$ cat config.mk
export PLATFORM = sky130hd
export DESIGN_NAME = dhcp_lease_allocator
export DESIGN_NICKNAME = d
export VERILOG_FILES = /design/src/hw/rtl/dla_pkg.sv /design/src/hw/rtl/dla_ram.sv /design/src/hw/rtl/dhcp_lease_allocator.sv
export SDC_FILE = /design/constraint.sdc
export NUM_CORES = 1
export LEC_CHECK = 0
export BUFFER_PORTS_ARGS = -buffer_cell sky130_fd_sc_hd__clkbuf_2
export CORE_ASPECT_RATIO = 2
export CORE_MARGIN = 1
export CORE_UTILIZATION = 62
export DETAILED_ROUTE_END_ITERATION = 8
export GPL_TIMING_DRIVEN = 0
export PLACE_DENSITY_LB_ADDON = 0.2
export SLEW_MARGIN = 20
export SYNTH_ARGS = -nofsm -noshare
export SYNTH_HDL_FRONTEND = slang
export SYNTH_SLANG_ARGS = --single-unit
$ cat constraint.sdc
create_clock -name i_clk -period 11.21 [get_ports i_clk]
set_input_delay 0.5605 -clock i_clk [delete_from_list [all_inputs] [get_ports i_clk]]
set_output_delay 0.5605 -clock i_clk [all_outputs]
set_load 0.1 [all_outputs]
$ cat src/hw/rtl/dla_pkg.sv
package dla_pkg;

    typedef enum logic [1:0] {
        ST_IDLE,
        ST_CHECK,
        ST_SCAN
    } t_state;

    typedef struct packed {
        logic [47:0] owner;
        logic [15:0] expiry;
    } t_entry;

    localparam int ENTRY_W = $bits(t_entry);

    localparam logic [1:0] KIND_OFFER = 2'd0;
    localparam logic [1:0] KIND_ACK   = 2'd1;
    localparam logic [1:0] KIND_NAK   = 2'd2;

    localparam logic [7:0] MSG_DISCOVER = 8'd1;
    localparam logic [7:0] MSG_REQUEST  = 8'd3;

    localparam logic REG_SERVER_IP   = 1'b0;
    localparam logic REG_LEASE_COUNT = 1'b1;

    localparam logic [31:0] SERVER_IP_RST   = 32'hC0A8_0101;
    localparam logic [4:0]  LEASE_COUNT_RST = 5'd16;
    localparam logic [31:0] SUBNET_MASK     = 32'hFFFF_FF00;
    localparam logic [31:0] LEASE_MS        = 32'd3600000;
    localparam logic [15:0] STAMP_LOW       = 16'hFFFF;
    localparam int          SLOT_LIMIT      = 254;

endpackage

$ cat src/hw/rtl/dla_ram.sv
module dla_ram #(
    parameter int WIDTH = 64,
    parameter int DEPTH = 16
) (
    input  logic                                   i_clk,
    input  logic                                   i_we,
    input  logic [(DEPTH > 1 ? $clog2(DEPTH) : 1)-1:0] i_waddr,
    input  logic [WIDTH-1:0]                       i_wdata,
    input  logic                                   i_re,
    input  logic [(DEPTH > 1 ? $clog2(DEPTH) : 1)-1:0] i_raddr,
    output logic [WIDTH-1:0]                       o_rdata
);

    logic [WIDTH-1:0] r_mem [DEPTH];

    always_ff @(posedge i_clk) begin
        if (i_we) begin
            r_mem[i_waddr] <= i_wdata;
        end
        if (i_re) begin
            o_rdata <= r_mem[i_raddr];
        end
    end

endmodule

$ cat src/hw/rtl/dhcp_lease_allocator.sv
// DHCP lease table: takes one parsed message per request (start while busy is
// low) and returns exactly one reply (offer, ack or nak) on the o_ result
// ports, marked by o_valid for a single cycle; the receiver cannot stall, so
// capture the reply in the cycle o_valid is high. Refused requests (other
// message types, a request with no IP, a foreign subnet or a slot out of
// range) reply in the cycle after acceptance and never raise busy. Otherwise
// the owner/expiry entry of the addressed slot is read from the lease RAM
// into its output register, and the reply is registered from that read; a
// discover that finds the slot taken scans the table from slot 0 at one slot
// per cycle. The RAM read port sets that scan rate. The table reads as free
// right after reset (per-slot valid bits), so no clearing pass is needed.
// Write configuration only while busy is low and no reply is pending.
module dhcp_lease_allocator #(
    parameter int MAX_LEASES = 16,
    parameter int BASE_OCTET = 16
) (
    input  logic        i_clk,
    input  logic        i_rst_n,
    input  logic        start,
    output logic        busy,
    input  logic [7:0]  i_msg_type,
    input  logic        i_has_requested_ip,
    input  logic [31:0] i_requested_ip,
    input  logic [47:0] i_client_mac,
    input  logic [31:0] i_now_ms,
    input  logic        i_cfg_we,
    input  logic        i_cfg_idx,
    input  logic [31:0] i_cfg_data,
    output logic        o_valid,
    output logic [1:0]  o_reply_kind,
    output logic [31:0] o_assigned_ip,
    output logic [3:0]  o_lease_slot
);

    localparam int IW  = (MAX_LEASES > 1) ? $clog2(MAX_LEASES) : 1;
    localparam int LIM = (MAX_LEASES < dla_pkg::SLOT_LIMIT - BASE_OCTET)
                         ? MAX_LEASES : dla_pkg::SLOT_LIMIT - BASE_OCTET;
    localparam logic [7:0] BASE8 = 8'(BASE_OCTET);
    localparam logic [7:0] LIM8  = 8'(LIM);

    dla_pkg::t_state r_state, n_state;

    // configuration
    logic [31:0] r_server_ip;
    logic [4:0]  r_lease_count;

    // request held for the table pass
    logic [47:0]     r_mac;
    logic [31:0]     r_now;
    logic            r_is_req;
    logic [IW-1:0]   r_slot, n_slot;

    // table
    logic [MAX_LEASES-1:0] r_vld;
    logic                  ram_we, ram_re;
    logic [IW-1:0]         ram_waddr, ram_raddr;
    dla_pkg::t_entry       ram_wdata, cur;
    logic [dla_pkg::ENTRY_W-1:0] ram_rdata;

    // reply
    logic        n_valid;
    logic [1:0]  r_kind, n_kind;
    logic [7:0]  r_rslot, n_rslot;

    // combinational helpers
    logic [7:0]  slots_n, oct, d_slot, q_slot, next8;
    logic        q_ok, cur_expired, owner_mine, owner_free;
    logic [31:0] stamp_diff, new_end;

    // clamp slot count to [1, LIM]
    always_comb begin
        slots_n = 8'(r_lease_count);
        if (slots_n == 8'd0) begin
            slots_n = 8'd1;
        end
        if (slots_n > LIM8) begin
            slots_n = LIM8;
        end
    end

    always_comb begin
        oct    = i_requested_ip[7:0];
        d_slot = (i_has_requested_ip && (oct >= BASE8)) ? (oct - BASE8) : 8'd0;
        if (d_slot >= slots_n) begin
            d_slot = 8'd0;
        end
        q_slot = oct - BASE8;
        q_ok   = i_has_requested_ip
                 && (((i_requested_ip ^ r_server_ip) & dla_pkg::SUBNET_MASK) == 32'd0)
                 && (q_slot < slots_n);
    end

    // a never-written slot reads as free with a zero stamp
    assign cur         = r_vld[r_slot] ? dla_pkg::t_entry'(ram_rdata) : '0;
    assign owner_mine  = (cur.owner == r_mac);
    assign owner_free  = (cur.owner == 48'd0);
    assign stamp_diff  = {cur.expiry, dla_pkg::STAMP_LOW} - r_now;
    assign cur_expired = stamp_diff[31];
    assign new_end     = r_now + dla_pkg::LEASE_MS;
    assign next8       = 8'(r_slot) + 8'd1;

    always_ff @(posedge i_clk) begin
        if (!i_rst_n) begin
            r_state       <= dla_pkg::ST_IDLE;
            r_server_ip   <= dla_pkg::SERVER_IP_RST;
            r_lease_count <= dla_pkg::LEASE_COUNT_RST;
            r_vld         <= '0;
            o_valid       <= 1'b0;
        end else begin
            r_state <= n_state;
            o_valid <= n_valid;
            if (i_cfg_we) begin
                unique case (i_cfg_idx)
                    dla_pkg::REG_SERVER_IP:   r_server_ip   <= i_cfg_data;
                    dla_pkg::REG_LEASE_COUNT: r_lease_count <= i_cfg_data[4:0];
                    default: ;
                endcase
            end
            if (ram_we) begin
                r_vld[ram_waddr] <= 1'b1;
            end
        end
    end

    // payload: no reset
    always_ff @(posedge i_clk) begin
        if (start && !busy) begin
            r_mac    <= i_client_mac;
            r_now    <= i_now_ms;
            r_is_req <= (i_msg_type == dla_pkg::MSG_REQUEST);
        end
        r_slot  <= n_slot;
        r_kind  <= n_kind;
        r_rslot <= n_rslot;
    end

    always_comb begin
        n_state   = r_state;
        n_slot    = r_slot;
        n_valid   = 1'b0;
        n_kind    = r_kind;
        n_rslot   = r_rslot;
        ram_re    = 1'b0;
        ram_raddr = r_slot;
        ram_we    = 1'b0;
        ram_waddr = r_slot;
        ram_wdata = cur;
        unique case (r_state)
            dla_pkg::ST_IDLE: begin
                if (start) begin
                    if (i_msg_type == dla_pkg::MSG_DISCOVER) begin
                        n_slot    = IW'(d_slot);
                        ram_re    = 1'b1;
                        ram_raddr = IW'(d_slot);
                        n_state   = dla_pkg::ST_CHECK;
                    end else if ((i_msg_type == dla_pkg::MSG_REQUEST) && q_ok) begin
                        n_slot    = IW'(q_slot);
                        ram_re    = 1'b1;
                        ram_raddr = IW'(q_slot);
                        n_state   = dla_pkg::ST_CHECK;
                    end else begin
                        // refuse at once, table untouched
                        n_valid = 1'b1;
                        n_kind  = dla_pkg::KIND_NAK;
                        n_rslot = 8'd0;
                    end
                end
            end
            dla_pkg::ST_CHECK: begin
                if (r_is_req) begin
                    n_state = dla_pkg::ST_IDLE;
                    n_valid = 1'b1;
                    n_kind  = dla_pkg::KIND_NAK;
                    n_rslot = 8'd0;
                    if (owner_mine || owner_free) begin
                        // claim or confirm; stamp only with a nonzero server octet
                        ram_we          = 1'b1;
                        ram_wdata.owner = r_mac;
                        if (r_server_ip[7:0] != 8'd0) begin
                            ram_wdata.expiry = new_end[31:16];
                            n_kind           = dla_pkg::KIND_ACK;
                            n_rslot          = 8'(r_slot);
                        end
                    end
                end else if (owner_mine || owner_free) begin
                    n_state = dla_pkg::ST_IDLE;
                    n_valid = 1'b1;
                    n_kind  = dla_pkg::KIND_OFFER;
                    n_rslot = 8'(r_slot);
                end else begin
                    // slot taken: scan from slot 0
                    n_slot    = '0;
                    ram_re    = 1'b1;
                    ram_raddr = '0;
                    n_state   = dla_pkg::ST_SCAN;
                end
            end
            dla_pkg::ST_SCAN: begin
                if (owner_mine || cur_expired) begin
                    if (!owner_mine) begin
                        // reclaim the expired slot, keep its stamp
                        ram_we          = 1'b1;
                        ram_wdata.owner = 48'd0;
                    end
                    n_state = dla_pkg::ST_IDLE;
                    n_valid = 1'b1;
                    n_kind  = dla_pkg::KIND_OFFER;
                    n_rslot = 8'(r_slot);
                end else if (next8 >= slots_n) begin
                    n_state = dla_pkg::ST_IDLE;
                    n_valid = 1'b1;
                    n_kind  = dla_pkg::KIND_NAK;
                    n_rslot = 8'd0;
                end else begin
                    // advance one slot per cycle
                    n_slot    = IW'(next8);
                    ram_re    = 1'b1;
                    ram_raddr = IW'(next8);
                end
            end
            default: n_state = dla_pkg::ST_IDLE;
        endcase
    end

    dla_ram #(
        .WIDTH (dla_pkg::ENTRY_W),
        .DEPTH (MAX_LEASES)
    ) u_table (
        .i_clk   (i_clk),
        .i_we    (ram_we),
        .i_waddr (ram_waddr),
        .i_wdata (ram_wdata),
        .i_re    (ram_re),
        .i_raddr (ram_raddr),
        .o_rdata (ram_rdata)
    );

    assign busy          = (r_state != dla_pkg::ST_IDLE);
    assign o_reply_kind  = r_kind;
    assign o_lease_slot  = r_rslot[3:0];
    assign o_assigned_ip = (r_kind == dla_pkg::KIND_NAK) ? r_server_ip
                           : {r_server_ip[31:8], BASE8 + r_rslot};

endmodule

==> flow_metrics.tcl <==
set metrics [dict create \
    outcome "finished clean" \
    slowest_stage "o31ai_4" \
    min_path_cells 1 \
    dpl.hpwl_um 120000 \
    fin_crit_sh 0.756 \
    cp_cell_sequence "buf_6 > mux2_2 > o31ai_4 > o32ai_4 > buf_2 > and2_1 > ha_1 > a21o_1 > a21o_1 > a221o_1 > a221oi_1 > o21ai_1 > xnor2_1 > o21ai_1 > o211ai_1 > buf_2 > o211a_1 > buf_4 > buf_6 > buf_6 > clkbuf_1 > o2111ai_1 > o211ai_1 > nand4_1" \
    synth_warnings 0 \
    worst_ep_arrival_time_ns 8.80 \
    crit_buf_inv 7 \
    fillers 5507 \
    cp-start-kind "register" \
    cts_setup_buffers 0 \
    met3_usage 0.0890 \
    cts_sinks 1228 \
    ys_types 73 \
    core.rowCount 152 \
    worst_slew_margin_rel 0.157 \
    synth.cell_area_sq_mm 0.0535 \
    drt_iter0_markers 5231 \
    numCtsBuffers 102 \
    fmax_mhz 118 \
    regToRegSetupSlack_ns 2.73 \
    grt.busiest_layer "met2" \
    drv_slew 0 \
    yosysSeqAreaShare 0.678 \
    reg2reg_from "r_slot[1]$_DFF_P_" \
    critical_path_class "register to register" \
    portBuffers 188 \
    root_buffer "clkbuf_16" \
    crit_family "compound AO/OA/AOI/OAI gates" \
    drc 0 \
    fin_worst_skew_ns 0.0270 \
    hold_path_class "input pin to register" \
    drive_above_1_share 0.172 \
    cp-end-kind "register" \
    core_area_sq_mm 0.0856 \
    grt_max_degree 49 \
    hold_start "i_client_mac[12]" \
    syn_inst 3712 \
    drtPass1Iterations 6 \
    multi_input_area_sq_mm 0.0148 \
    routed_wirelength_um 173000 \
    dominantRegCellSynth "edfxtp_1" \
    seqCellArea_sq_mm 0.0363 \
    met2_usage 0.646 \
    htreeDepth 3 \
    layout_commonest_cell "edfxtp_1" \
    viasPerCell 7.12 \
    grt_overflow 0 \
    setup_viol 0 \
    rsz0062_at_grt "no" \
    cts_max_path_buffers 3 \
    power_leakage_nw 20.7 \
    powerDensity_mw_per_mm2 158 \
    gr-usage-all-layers 0.396 \
    max_stage_delay_ns 0.62 \
    gp_congestion 0.972 \
    worst-endpoint-required_ns 11.53 \
    path_common_cell "buf_6" \
    holdPathEnd "r_mac[12]$_DFFE_PP_" \
    drt-wirelength-per-cell_um 32.5 \
    antenna_found_initial 6 \
    place_inst 5068 \
    finalNonFillerCells 5306 \
    ant_nets 0 \
    start_util 0.625 \
    cts_resized 0 \
    die_y_um 417 \
    worstReg2RegEnd "u_table.o_rdata[18]$_DFFE_PP_" \
    worst_pin_slew_ns 1.26 \
    worst-path-max-fanout 10 \
    holdWs_ns 0.0186 \
    met1_usage 0.425 \
    ir_worst_vdd_v 0.000148 \
    grt_pass1_vias 37600 \
    syn-num-nets 3908 \
    drv_cap 0 \
    die_area_sq_mm 0.0876 \
    io_pins 198 \
    area_growth_pct 15.0 \
    clk_latency_ns 0.73 \
    tritoncts "done" \
    nets 4341 \
    p_total_mw 9.70 \
    final_cell_mix "edfxtp_1 (1168), o2111ai_1 (515), inv_1 (299), o211ai_1 (263), clkbuf_1 (252)" \
    period_needed_ns 8.48 \
    die_width_um 210 \
    hold_violations 0 \
    vias 37800 \
    reg2regPathDepth 24 \
    synth-edff-count 1168 \
    synth_seq_cells 1228 \
    grt_pass1_wl_um 247000 \
    cts_hold_buf 51 \
    path_clk_slew_ns 0.07 \
    syn_area_per_cell_sq_um 14.4 \
    synthArstFlopShare 0 \
]
through the flow:
step,TNS (ns),util,setup slack (ns),instance area [sq um]
after floorplan,0,-,2.46,53500
after global placement,-874.46,0.652,-3.86,55800
after detailed placement,0,0.671,3.31,57400
after CTS,0,0.719,3.26,61500
after global routing,0,0.719,2.61,61500
final,0,0.719,2.73,61500
routing by layer:
layer  part of all wire  wire length (um)
met1               0.31             53600
met2               0.48             82100
met3               0.10             17300
met4               0.11             19500
met5            0.00041                71
cell families after synthesis:
| logic type | share of synthesized area |
|---|---|
| adder cells (fa/ha/maj) | 0.00889 |
| multiplexers | 0.0567 |
| AND/OR/NAND/NOR | 0.0427 |
| buffers and inverters | 0.0495 |
| AO/OA/AOI/OAI | 0.155 |
| XOR/XNOR | 0.00966 |
| flip-flops | 0.678 |
area by class of cell:
type                       count  share of cell area
clock inverter                74              0.0156
antenna                        2           0.0000813
buffer                       345              0.0250
inverter                     300              0.0183
timing repair buffer         329              0.0469
sequential                  1228               0.590
multi-input combinational   1839               0.240
clock buffer                 111              0.0424
tap                         1078              0.0219
sequential cells by signal, indices dropped and copies added (netlist names), 4 cells and up:
register,count
r_mac,48
r_slot,4
r_server_ip,32
r_lease_count,5
r_rslot,4
u_table.o_rdata,64
r_now,25
u_table.r_mem,1024
r_vld,16
worst max-delay path by stage:
stage / start / slack (ns) / end / cells after the start
after floorplan: r_slot[1]$_DFF_P_ / 2.46 / u_table.r_mem[3][0]$_DFFE_PP_ / 16
after global placement: r_slot[1]$_DFF_P_ / -3.86 / u_table.r_mem[2][51]$_DFFE_PP_ / 16
after detailed placement: r_slot[1]$_DFF_P_ / 3.31 / u_table.o_rdata[34]$_DFFE_PP_ / 24
after CTS: r_slot[1]$_DFF_P_ / 3.26 / u_table.o_rdata[34]$_DFFE_PP_ / 24
after global routing: r_slot[0]$_DFF_P_ / 2.61 / u_table.o_rdata[18]$_DFFE_PP_ / 24
final: r_slot[1]$_DFF_P_ / 2.73 / u_table.o_rdata[18]$_DFFE_PP_ / 24
worst reg2reg max path, stage by stage (launching register included):
cell       delay [ns]
dfxtp_1          0.54
buf_6            0.23
mux2_2           0.39
o31ai_4          0.62
o32ai_4          0.35
buf_2            0.36
and2_1           0.23
ha_1             0.30
a21o_1           0.19
a21o_1           0.19
a221o_1          0.39
a221oi_1         0.32
o21ai_1          0.16
xnor2_1          0.54
o21ai_1          0.17
o211ai_1         0.14
buf_2            0.29
o211a_1          0.20
buf_4            0.30
buf_6            0.22
buf_6            0.24
clkbuf_1         0.56
o2111ai_1        0.23
o211ai_1         0.42
nand4_1          0.51
synth_stat cells, types with 31 or more instances:
cell	count	area, sq um
a22o_1	51	447
mux2_2	134	1510
a21boi_0	32	240
inv_1	300	1130
mux2_1	129	1450
ha_1	38	475
o2111ai_1	515	4510
nand2_1	134	503
o211ai_1	263	1970
nor2_1	80	300
xnor2_1	45	394
nand4_1	72	450
buf_2	45	225
nand3_1	52	260
buf_4	31	233
edfxtp_1	1168	35100
a21oi_1	36	180
dfxtp_1	60	1200
clkbuf_1	256	961
where the power goes:
part	leakage, nW	total [mW]	switching (mW)	internal [mW]
clock	1.71	3.84	1.69	2.15
sequential	11.2	5.12	0.0321	5.09
combinational	7.76	0.738	0.555	0.183
Note: power is estimated with default switching activity, not from simulation.
